**src/sv/lwrr_pkg.sv**
```systemverilog
package lwrr_pkg;

    // Sizing
    localparam int MAX_PROCS = 16;
    localparam int IDX_W     = $clog2(MAX_PROCS);
    localparam int CFG_W     = 5;
    localparam int REQ_W     = 4;
    localparam int OP_W      = 2;
    localparam int STS_W     = 3;
    localparam int CNT_MIN_W = $clog2(MAX_PROCS + 1);
    localparam int CNT_W     = (CFG_W > CNT_MIN_W) ? CFG_W : CNT_MIN_W;

    localparam logic [CFG_W-1:0] CFG_RST = CFG_W'(16);

    // Operation codes
    localparam logic [OP_W-1:0] OP_LOCK    = 2'd0;
    localparam logic [OP_W-1:0] OP_TRYLOCK = 2'd1;
    localparam logic [OP_W-1:0] OP_UNLOCK  = 2'd2;

    typedef enum logic [STS_W-1:0] {
        STS_GRANTED  = 3'd0,
        STS_WAIT     = 3'd1,
        STS_BUSY     = 3'd2,
        STS_RELEASED = 3'd3,
        STS_REJECTED = 3'd4
    } t_status;

    typedef enum logic [1:0] {
        S_IDLE,
        S_SCAN,
        S_DONE
    } t_state;

    typedef struct packed {
        t_status          status;
        logic             handoff_valid;
        logic [REQ_W-1:0] handoff_target;
    } t_result;

    typedef struct packed {
        logic             hit;
        logic [IDX_W-1:0] next;
    } t_scan_res;

    typedef struct packed {
        logic    ready;
        logic    done;
        t_result result;
    } t_seq_out;

endpackage

```
**src/sv/lwrr_if.sv**
```systemverilog
interface lwrr_req_if;
    import lwrr_pkg::*;
    logic             valid;
    logic             ready;
    logic [OP_W-1:0]  operation;
    logic [REQ_W-1:0] requester;

    modport source (output valid, output operation, output requester, input ready);
    modport sink   (input valid, input operation, input requester, output ready);
endinterface

interface lwrr_rsp_if;
    import lwrr_pkg::*;
    logic             valid;
    logic             ready;
    logic [STS_W-1:0] status;
    logic             handoff_valid;
    logic [REQ_W-1:0] handoff_target;

    modport source (output valid, output status, output handoff_valid,
                    output handoff_target, input ready);
    modport sink   (input valid, input status, input handoff_valid,
                    input handoff_target, output ready);
endinterface

interface lwrr_cfg_if;
    import lwrr_pkg::*;
    logic             valid;
    logic             ready;
    logic [CFG_W-1:0] data;

    modport source (output valid, output data, input ready);
    modport sink   (input valid, input data, output ready);
endinterface

```
**src/sv/lwrr_scan.sv**
```systemverilog
module lwrr_scan import lwrr_pkg::*; (
    input  logic [MAX_PROCS-1:0] i_waitlist,
    input  logic [IDX_W-1:0]     i_idx,
    input  logic [CNT_W-1:0]     i_count,
    output t_scan_res            o_res
);

    logic [CNT_W-1:0] w_inc;

    // test one bit, advance the index with wrap at the count
    assign w_inc          = CNT_W'(i_idx) + CNT_W'(1);
    assign o_res.hit      = i_waitlist[i_idx];
    assign o_res.next     = (w_inc >= i_count) ? '0 : w_inc[IDX_W-1:0];

endmodule

```
**src/sv/lwrr_seq.sv**
```systemverilog
module lwrr_seq import lwrr_pkg::*; (
    input  logic                 i_clk,
    input  logic                 i_rst_n,
    input  logic                 i_start,
    input  logic [OP_W-1:0]      i_op,
    input  logic [REQ_W-1:0]     i_req,
    input  logic [CNT_W-1:0]     i_count,
    input  logic                 i_out_free,
    input  t_scan_res            i_scan,
    output logic [IDX_W-1:0]     o_scan_idx,
    output logic [MAX_PROCS-1:0] o_waitlist,
    output t_seq_out             o_seq
);

    t_state                r_state, n_state;
    logic [MAX_PROCS-1:0]  r_wl;
    logic [OP_W-1:0]       r_op;
    logic [IDX_W-1:0]      r_bit_idx;
    logic [IDX_W-1:0]      r_idx;
    logic [CNT_W-1:0]      r_left;
    logic                  r_found;
    logic [IDX_W-1:0]      r_target;
    logic                  r_rej;

    logic [CNT_W-1:0]      w_req_cnt;
    logic [IDX_W-1:0]      w_req_idx;
    logic                  w_rej;
    logic                  w_emit;

    assign w_req_cnt  = CNT_W'(i_req);
    assign w_req_idx  = w_req_cnt[IDX_W-1:0];
    assign w_rej      = (w_req_cnt >= i_count) ||
                        !((i_op == OP_LOCK) || (i_op == OP_TRYLOCK) || (i_op == OP_UNLOCK));
    assign w_emit     = (r_state == S_DONE) && i_out_free;
    assign o_scan_idx = (r_state == S_IDLE) ? w_req_idx : r_idx;
    assign o_waitlist = r_wl;

    always_comb begin
        n_state = r_state;
        unique case (r_state)
            S_IDLE: begin
                if (i_start) begin
                    n_state = w_rej ? S_DONE : S_SCAN;
                end
            end
            S_SCAN: begin
                if ((r_left == '0) || i_scan.hit) begin
                    n_state = S_DONE;
                end
            end
            S_DONE: begin
                if (i_out_free) begin
                    n_state = S_IDLE;
                end
            end
            default: n_state = S_IDLE;
        endcase
    end

    always_comb begin
        o_seq.ready                 = (r_state == S_IDLE);
        o_seq.done                  = w_emit;
        o_seq.result.status         = STS_REJECTED;
        o_seq.result.handoff_valid  = 1'b0;
        o_seq.result.handoff_target = '0;
        if (!r_rej) begin
            priority case (r_op)
                OP_LOCK:    o_seq.result.status = r_found ? STS_WAIT : STS_GRANTED;
                OP_TRYLOCK: o_seq.result.status = r_found ? STS_BUSY : STS_GRANTED;
                OP_UNLOCK: begin
                    o_seq.result.status        = STS_RELEASED;
                    o_seq.result.handoff_valid = r_found;
                    if (r_found) begin
                        o_seq.result.handoff_target = REQ_W'(CNT_W'(r_target));
                    end
                end
                default: o_seq.result.status = STS_REJECTED;
            endcase
        end
    end

    always_ff @(posedge i_clk) begin
        if (!i_rst_n) begin
            r_state <= S_IDLE;
            r_wl    <= '0;
        end else begin
            r_state <= n_state;
            if ((r_state == S_IDLE) && i_start && !w_rej) begin
                r_wl[w_req_idx] <= (i_op != OP_UNLOCK);
            end
            // failed trylock drops its bit again
            if (w_emit && !r_rej && (r_op == OP_TRYLOCK) && r_found) begin
                r_wl[r_bit_idx] <= 1'b0;
            end
        end
    end

    always_ff @(posedge i_clk) begin
        unique case (r_state)
            S_IDLE: begin
                if (i_start) begin
                    r_op      <= i_op;
                    r_rej     <= w_rej;
                    r_bit_idx <= w_req_idx;
                    r_idx     <= i_scan.next;
                    r_left    <= i_count - CNT_W'(1);
                    r_found   <= 1'b0;
                    r_target  <= '0;
                end
            end
            S_SCAN: begin
                if (r_left != '0) begin
                    if (i_scan.hit) begin
                        r_found  <= 1'b1;
                        r_target <= r_idx;
                    end else begin
                        r_idx  <= i_scan.next;
                        r_left <= r_left - CNT_W'(1);
                    end
                end
            end
            default: begin
            end
        endcase
    end

endmodule

```
**src/sv/lock_waitlist_round_robin_handoff.sv**
```systemverilog
// Round-robin lock manager. Each request word carries an operation (lock,
// trylock, unlock) and a requester id; each one returns exactly one response
// word with a status and, for an unlock, the participant that now owns the
// lock. A request is handled in steps (count = participant count in use,
// 1..16): the word is taken and its waitlist bit updated, then a single
// bit-test-and-advance unit walks the other count-1 waitlist bits round-robin
// from requester+1 and closes the walk, and then the response is posted (it
// waits while the output register still holds a stalled response). Rejected
// ids and codes skip the walk. The walk stops early on the first waiting
// participant. A posted response sits in an output register, so the next
// request is taken while it waits. The user must write the participant count
// on the config channel only while the block is idle; the block itself does
// not enforce this. The participant count resets to 16.
module lock_waitlist_round_robin_handoff import lwrr_pkg::*; (
    input  logic        i_clk,
    input  logic        i_rst_n,
    lwrr_cfg_if.sink    i_cfg,
    lwrr_req_if.sink    i_req,
    lwrr_rsp_if.source  o_rsp
);

    logic [CFG_W-1:0]     r_num_procs;
    logic                 r_out_vld;
    t_result              r_out;

    logic [CNT_W-1:0]     w_cfg_cnt;
    logic [CNT_W-1:0]     w_count;
    logic                 w_out_free;
    logic                 w_start;
    logic [IDX_W-1:0]     w_scan_idx;
    logic [MAX_PROCS-1:0] w_waitlist;
    t_scan_res            w_scan;
    t_seq_out             w_seq;

    // Config register: always ready, hold the last written count.
    assign i_cfg.ready = 1'b1;

    always_ff @(posedge i_clk) begin
        if (!i_rst_n) begin
            r_num_procs <= CFG_RST;
        end else if (i_cfg.valid) begin
            r_num_procs <= i_cfg.data;
        end
    end

    // Clamp the count: zero acts as one, anything above the maximum as the maximum.
    assign w_cfg_cnt = CNT_W'(r_num_procs);

    always_comb begin
        priority if (w_cfg_cnt == '0) begin
            w_count = CNT_W'(1);
        end else if (w_cfg_cnt > CNT_W'(MAX_PROCS)) begin
            w_count = CNT_W'(MAX_PROCS);
        end else begin
            w_count = w_cfg_cnt;
        end
    end

    // Request side: ready only while the sequencer is idle.
    assign i_req.ready = w_seq.ready;
    assign w_start     = i_req.valid && w_seq.ready;

    // The output register frees up when empty or when its word is taken.
    assign w_out_free  = !r_out_vld || o_rsp.ready;

    lwrr_seq u_seq (
        .i_clk      (i_clk),
        .i_rst_n    (i_rst_n),
        .i_start    (w_start),
        .i_op       (i_req.operation),
        .i_req      (i_req.requester),
        .i_count    (w_count),
        .i_out_free (w_out_free),
        .i_scan     (w_scan),
        .o_scan_idx (w_scan_idx),
        .o_waitlist (w_waitlist),
        .o_seq      (w_seq)
    );

    // Shared unit: tests one waitlist bit and computes the wrapped next index.
    lwrr_scan u_scan (
        .i_waitlist (w_waitlist),
        .i_idx      (w_scan_idx),
        .i_count    (w_count),
        .o_res      (w_scan)
    );

    // Response register: load on a finished request, drop on handoff.
    always_ff @(posedge i_clk) begin
        if (!i_rst_n) begin
            r_out_vld <= 1'b0;
        end else if (w_seq.done) begin
            r_out_vld <= 1'b1;
        end else if (o_rsp.ready) begin
            r_out_vld <= 1'b0;
        end
    end

    always_ff @(posedge i_clk) begin
        if (w_seq.done) begin
            r_out <= w_seq.result;
        end
    end

    assign o_rsp.valid          = r_out_vld;
    assign o_rsp.status         = r_out.status;
    assign o_rsp.handoff_valid  = r_out.handoff_valid;
    assign o_rsp.handoff_target = r_out.handoff_target;

endmodule

```
**src/flat_wrapper.sv**
```systemverilog
// flat-port wrapper written by rule: the top's interface ports become plain ports
module lock_waitlist_round_robin_handoff_flat import lwrr_pkg::*;
  (i_clk, i_rst_n, i_cfg_valid, i_cfg_data, i_cfg_ready, i_req_valid, i_req_operation, i_req_requester, i_req_ready, o_rsp_valid, o_rsp_status, o_rsp_handoff_valid, o_rsp_handoff_target, o_rsp_ready);
  lwrr_cfg_if i_cfg_i ();
  lwrr_req_if i_req_i ();
  lwrr_rsp_if o_rsp_i ();
  input  logic i_clk;
  input  logic i_rst_n;
  input wire logic [$bits(i_cfg_i.valid)-1:0] i_cfg_valid;
  input wire logic [$bits(i_cfg_i.data)-1:0] i_cfg_data;
  output wire logic [$bits(i_cfg_i.ready)-1:0] i_cfg_ready;
  input wire logic [$bits(i_req_i.valid)-1:0] i_req_valid;
  input wire logic [$bits(i_req_i.operation)-1:0] i_req_operation;
  input wire logic [$bits(i_req_i.requester)-1:0] i_req_requester;
  output wire logic [$bits(i_req_i.ready)-1:0] i_req_ready;
  output wire logic [$bits(o_rsp_i.valid)-1:0] o_rsp_valid;
  output wire logic [$bits(o_rsp_i.status)-1:0] o_rsp_status;
  output wire logic [$bits(o_rsp_i.handoff_valid)-1:0] o_rsp_handoff_valid;
  output wire logic [$bits(o_rsp_i.handoff_target)-1:0] o_rsp_handoff_target;
  input wire logic [$bits(o_rsp_i.ready)-1:0] o_rsp_ready;
  assign i_cfg_i.valid = i_cfg_valid;
  assign i_cfg_i.data = i_cfg_data;
  assign i_cfg_ready = i_cfg_i.ready;
  assign i_req_i.valid = i_req_valid;
  assign i_req_i.operation = i_req_operation;
  assign i_req_i.requester = i_req_requester;
  assign i_req_ready = i_req_i.ready;
  assign o_rsp_valid = o_rsp_i.valid;
  assign o_rsp_status = o_rsp_i.status;
  assign o_rsp_handoff_valid = o_rsp_i.handoff_valid;
  assign o_rsp_handoff_target = o_rsp_i.handoff_target;
  assign o_rsp_i.ready = o_rsp_ready;
  lock_waitlist_round_robin_handoff u_core (.i_clk(i_clk), .i_rst_n(i_rst_n), .i_cfg(i_cfg_i), .i_req(i_req_i), .o_rsp(o_rsp_i));
endmodule
```
**config.mk**
```make
export PLATFORM = sky130hd
export DESIGN_NAME = lock_waitlist_round_robin_handoff_flat
export DESIGN_NICKNAME = d
export VERILOG_FILES = /design/src/sv/lwrr_pkg.sv /design/src/sv/lwrr_if.sv /design/src/sv/lwrr_scan.sv /design/src/sv/lwrr_seq.sv /design/src/sv/lock_waitlist_round_robin_handoff.sv /design/src/flat_wrapper.sv
export SDC_FILE = /design/constraint.sdc
export NUM_CORES = 1
export LEC_CHECK = 0
export BUFFER_PORTS_ARGS = -buffer_cell sky130_fd_sc_hd__clkbuf_2
export CORE_ASPECT_RATIO = 0.6
export CORE_MARGIN = 2
export CORE_UTILIZATION = 45
export DETAILED_ROUTE_END_ITERATION = 8
export PLACE_DENSITY = 0.69
export SLEW_MARGIN = 20
export SYNTH_ARGS = -nofsm -noshare
export SYNTH_HDL_FRONTEND = slang
export SYNTH_SLANG_ARGS = --single-unit
```
**constraint.sdc**
```tcl
create_clock -name i_clk -period 5.8 [get_ports i_clk]
set_input_delay 0.58 -clock i_clk [delete_from_list [all_inputs] [get_ports i_clk]]
set_output_delay 0.58 -clock i_clk [all_outputs]
set_load 0.05 [all_outputs]
```
==> results of run 1 <==
## final cells by class
class	count	area [sq um]	share of cell area, %
Timing Repair Buffer	27	140.1	4.341
Multi-Input combinational cell	219	1518	47.02
Sequential cell	53	1351	41.86
Clock buffer	6	72.57	2.248
Inverter	7	27.53	0.8527
Clock inverter	2	13.76	0.4264
Tap cell	84	105.1	3.256
## sequential cells by signal, summed over array words and instances, names as in the netlist, 2 cells and up
register	flops
u_core.u_seq.r_left	5
u_core.o_rsp.handoff_target	4
u_core.o_rsp.status	3
u_core.u_seq.r_state	2
u_core.u_seq.r_target	4
u_core.u_seq.r_op	2
u_core.r_num_procs	5
u_core.u_seq.o_waitlist	16
u_core.u_seq.r_bit_idx	4
u_core.u_seq.r_idx	4
## critical path, delay by kind of cell (launching register included)
kind	cells	cell delay, ps
and+or+nand+nor	3	490
buffers and inverters	1	130
adders and majority gates	2	590
DFF	1	720
AOI/OAI and AO/OA	4	710
## per-layer routing
metal	up-vias	share of wire [%]
li1	1161	-
met5	-	0
met4	0	1.0
met3	8	11
met2	112	36
met1	1108	52
## report_power, final
part	total (mW)	switching [mW]	leakage (nW)	internal, mW
logic	0.248	0.153	0.737	0.0952
clock network	0.212	0.126	0.0456	0.0863
registers	0.488	0.0367	0.474	0.451
## stage by stage
| step | setup WS, ps | hold slack (ps) | utilization (%) |
|---|---|---|---|
| 2_1_floorplan | 3203 | 483.4 | - |
| 3_3_place_gp | 2983 | 505.4 | 50.28 |
| 3_5_place_dp | 2932 | 505.1 | 50.28 |
| 4_1_cts | 3020 | 480.5 | 51.66 |
| 5_1_grt | 2834 | 490.2 | 51.66 |
| 6_report | 3022 | 488.4 | 51.66 |
## synth_stat cells, types with 2 or more instances
cell      instances  share of area (%)
a211o_1           2               0.59
a211oi_1          3               0.76
a21o_1            7                1.8
a21oi_1          10                1.7
a311oi_1          7                2.1
a31oi_1           8                1.7
a41oi_1           7                2.1
and2_1           13                2.7
and3_1           12                2.5
and4_1            6                1.8
buf_2             2               0.34
buf_4             2               0.50
clkbuf_1         11                1.4
dfxtp_1          24                 16
edfxtp_1         29                 29
ha_1             11                4.6
inv_1             5               0.63
mux2_2            2               0.76
mux2i_1           6                2.0
nand2_1          11                1.4
nand2b_1          9                1.9
nand3_1           8                1.3
nand3b_1          2               0.50
nor2_1           12                1.5
nor2b_1          12                2.5
nor3_1           13                2.2
nor3b_1           3               0.76
o211a_1           2               0.67
o21a_1            2               0.50
o21ai_0          20                3.4
or4_1             2               0.50
or4b_1            2               0.67
xnor2_1           3               0.88
xor2_1            2               0.59
## how the worst max path moves through the flow
stage / slack, ps / cells past startpoint / endpoint / start
2_1_floorplan: 3200 / 10 / u_core.u_seq.r_idx[0] / u_core.u_seq.r_state[1]
3_3_place_gp: 2980 / 11 / u_core.u_seq.r_idx[1] / i_req_requester[0]
3_5_place_dp: 2930 / 11 / u_core.u_seq.r_idx[1] / i_req_requester[0]
4_1_cts: 3020 / 10 / u_core.u_seq.r_idx[1] / u_core.u_seq.r_state[1]
5_1_grt: 2830 / 10 / u_core.u_seq.r_idx[1] / u_core.u_seq.r_state[1]
6_report: 3020 / 10 / u_core.u_seq.r_idx[1] / u_core.u_seq.r_state[1]
## cell families after synthesis
| logic type | share of synthesized area (%) |
|---|---|
| simple gates | 23.85 |
| compound gates | 18.17 |
| flops | 45.44 |
| buf+inv | 3.534 |
| fa+ha+maj | 4.628 |
| mux | 2.777 |
| xor+xnor | 1.473 |
| other cells | 0.1261 |
==> results.toml, run 1 <==
[finish]
layout_common_cells = "edfxtp_1, clkbuf_2, dfxtp_1"
fillers = 572
fin_area_sq_mm = 0.003228
drive_above_1_share_pct = 14.97
nNetsFinal = 340
layout_commonest_cell = "edfxtp_1"
finalNonFillerCells = 398
diodes = 0
area_delta_synth_final_pct = 8.540

[run]
cap_violations = 0

[clock_tree]
cts_num_sinks = 53
postCtsHoldBufs = 0
cts_buffer_depth = 2
cts_tree = "done"
clock-root-buffer = "clkbuf_8"
h-tree-depth = 2
post_cts_buffers = 0
cts.repair.resized = 0
cts_buffers = 5
clk-insertion-delay-late_ps = 320
clk_pin_slew_ps = 90

[grt]
grt_max_degree = 25
grt_pass1_wl_mm = 11.13
grt-busiest-layer = "met1"
grt_pass1_vias = 2116
track_usage_pct = 20.44
grt.overflow.total = 0
grtUsageMet2_pct = 25.54
met1_usage_pct = 32.08
use_met3_pct = 6.751
antenna_found_initial = 0

[placed_design]
place_area_sq_mm = 0.003142
dp_hpwl_mm = 5.241
gp_congestion = 0.8769
portBuffers = 25
placed_cells = 390

[sta]
tns_ps = 0
clock.fmax_ghz = 0.3599
rsz0062_at_grt = "no"
drv_slew = 0
finalClockSkew_ps = 13.60
slew_headroom_pct = 29.44
final_hold_viol_count = 0
worst_pin_slew_ps = 1056
fin_crit_ps = 2778
min_period_over_period_pct = 47.90
setup_viol = 0

[min_path]
holdPathEnd = "u_core.r_num_procs[4]"
min_path_type = "input pin to register"
hp-start = "i_cfg_data[4]"
whs_path_depth = 3

[synth]
yosysWarnings = 0
avgSynthCellArea_sq_um = 10.08
synth_edf_count = 29
synthesis.area_sq_mm = 0.002974
synth_cell_type_count = 59
synth_flop_cell = "edfxtp_1"
ys_seq_area_share_pct = 45.44
synth-seq-cells = 53
postSynthCellCount = 295
synth_fp_nets = 322
synthArstFlopShare_pct = 0

[drt]
drt_iter0_drc = 185
wl_mm = 6.962
via_per_inst = 6.003
vias = 2389
ant_nets = 0
wl_per_cell_microns = 17.49
drc = 0
drt-pass1-iter-count = 5

[pwr]
total_power_mw = 0.9474
powerDensity_mw_per_mm2 = 293.5
leakage_nw = 1.256
ir_drop_mv = 0.1334

[worst_setup_path]
crit_path_start_kind = "register"
r2r-start = "u_core.u_seq.r_state[1]"
worstPathArrival_ps = 2970
critPathMostFrequentCell = "a21o_1"
reg2reg_depth = 10
end_kind = "register"
timing.rr.end = "u_core.u_seq.r_idx[1]"
path_cells = "nor3b_4, nor2_2, clkinv_2, ha_1, ha_1, a21o_1, a21o_1, a21o_1, a21oi_1, and2_1"
crit_type = "register to register"
slowest_delay_ps = 720
crit_required_ps = 5990
worst_path_max_delay_cell = "dfxtp_1"
critPathMaxFanout = 12
reg2reg_setup_slack_ps = 3020

[die]
dieWidth_microns = 109.0
die_y_microns = 66.97
core-area_sq_mm = 0.006248
io_pins = 27
start_util_pct = 47.60
floorplan.rows = 22
dieArea_sq_mm = 0.007297

[run_status]
outcome = "finished, final reports clean"
No activity file was read; power rests on OpenSTA's default activity.
==> inputs of run 2 (changes only) <==
clock period = 2.71 ns   (was 5.8 ns; I/O delays follow)
==> results.toml, run 2 (synthesized netlist as in run 1, its figures left out) <==
[clock_tree]
cts_buffers = 5
clk-insertion-delay-late_ps = 300
h-tree-depth = 2
cts_buffer_depth = 2
clock-root-buffer = "clkbuf_8"
clk_pin_slew_ps = 100
cts_tree = "done"
postCtsHoldBufs = 0
cts_num_sinks = 53

[worst_setup_path]
critPathMaxFanout = 8
reg2reg_setup_slack_ps = 140
end_kind = "register"
crit_path_start_kind = "register"
crit_type = "register to register"
worstPathArrival_ps = 2750
crit_required_ps = 2890

[finish]
area_delta_synth_final_pct = 13.34
post-route-util_pct = 53.94
finalNonFillerCells = 411
largest_reg_flops = 16
layout_common_cells = "edfxtp_1, clkbuf_2, dfxtp_1"
fin_area_sq_mm = 0.003371
drive_above_1_share_pct = 20.49
nNetsFinal = 353
diodes = 0
layout_commonest_cell = "edfxtp_1"
fillers = 560

[die]
dieWidth_microns = 109.0
die_y_microns = 66.97
dieArea_sq_mm = 0.007297
core-area_sq_mm = 0.006248
floorplan.rows = 22
start_util_pct = 47.60
io_pins = 27

[drt]
drt-pass1-iter-count = 5
drc = 0
wl_per_cell_microns = 17.80
wl_mm = 7.314
vias = 2413
drt_iter0_drc = 252
ant_nets = 0
via_per_inst = 5.871

[sta]
rsz0062_at_grt = "no"
worst_pin_slew_ps = 642.9
slew_headroom_pct = 56.98
clock.fmax_ghz = 0.3891
fin_crit_ps = 2570
final_hold_viol_count = 0
finalClockSkew_ps = 3.967
drv_slew = 0
min_period_over_period_pct = 94.84
setup_viol = 0
layout_setup_ws_ps = 139.9

[placed_design]
place_area_sq_mm = 0.003202
gp_congestion = 1.017
portBuffers = 25
placed_cells = 398
dp_hpwl_mm = 5.286
pre_cts_slack_ps = -15.72

[grt]
track_usage_pct = 20.53
grt_pass1_vias = 2147
grt.overflow.total = 0
antenna_found_initial = 0
grt_max_degree = 25
grt_pass1_wl_mm = 11.43

[pwr]
p_sw_mw = 0.6951
leakage_nw = 1.333
p_seq_share_pct = 48.3
share_comb_of_total_power_pct = 26.9
ir_drop_mv = 0.2478
p_int_mw = 1.472
p_clk_share_pct = 24.8
swShare_pct = 32.08
powerDensity_mw_per_mm2 = 642.9

[min_path]
min_path_type = "input pin to register"

[run_status]
outcome = "finished, final reports clean"

[run]
cap_violations = 0
## run 2: timing repair
item,CTS,global route
endpoints found under the setup margin,4,21
buffers inserted,0,4
gates cloned,0,1
pin swaps,0,2
resized for setup,1,9
## run 2: layout make-up
type / instances / area (sq um) / share of cell area (%)
Clock buffer: 5 / 68.82 / 2.042
Clock inverter: 3 / 41.29 / 1.225
Inverter: 7 / 27.53 / 0.8166
Multi-Input combinational cell: 219 / 1539 / 45.66
Sequential cell: 53 / 1354 / 40.16
Tap cell: 84 / 105.1 / 3.118
Timing Repair Buffer: 40 / 235.2 / 6.978
## run 2: worst max-delay path: stages, from the launching register on
cell and delay (ps):
dfxtp_2 420, o21a_1 260, nor2_2 180, clkinv_2 100, ha_1 300, ha_1 290
a21o_1 150, a21o_1 170, a21o_1 180, a21oi_2 210, and2_1 160
## run 2: power groups by stage
stage | Sequential [mW] | Clock, mW | Combinational (mW)
after global placement | 1.06 | 0 | 0.540
after global routing | 1.06 | 0.579 | 0.640
after detailed placement | 1.06 | 0 | 0.549
after floorplan | 1.05 | 0 | 0.397
after CTS | 1.04 | 0.545 | 0.551
final | 1.05 | 0.538 | 0.584
## run 2: per-stage QoR
stage | hold slack, ps | total power, mW | TNS [ps]
floorplan | 369.9 | 1.450 | 0
detailed placement | 495.7 | 1.607 | -21.04
global placement | 494.6 | 1.597 | 0
CTS | 173.6 | 2.136 | 0
global route | 170.8 | 2.276 | 0
finish | 182.2 | 2.167 | 0
## run 2: worst paths after layout
path,from,endpoint,cells past startpoint
max,u_core.u_seq.r_state[1],u_core.u_seq.r_idx[3],10
min,i_cfg_data[4],u_core.r_num_procs[4],3
max reg2reg,u_core.u_seq.r_state[1],u_core.u_seq.r_idx[3],10
min reg2reg,u_core.u_seq.r_target[1],u_core.o_rsp.handoff_target[1],1
## run 2: per-layer routing
| layer | global-route usage, % | up-vias | share of wire [%] |
|---|---|---|---|
| met1 | 32.41 | 1112 | 51 |
| met2 | 26.86 | 125 | 37 |
| li1 | - | 1174 | - |
| met3 | 7.241 | 2 | 12 |
| met5 | 0 | - | 0 |
| met4 | 1.923 | 0 | 0.14 |
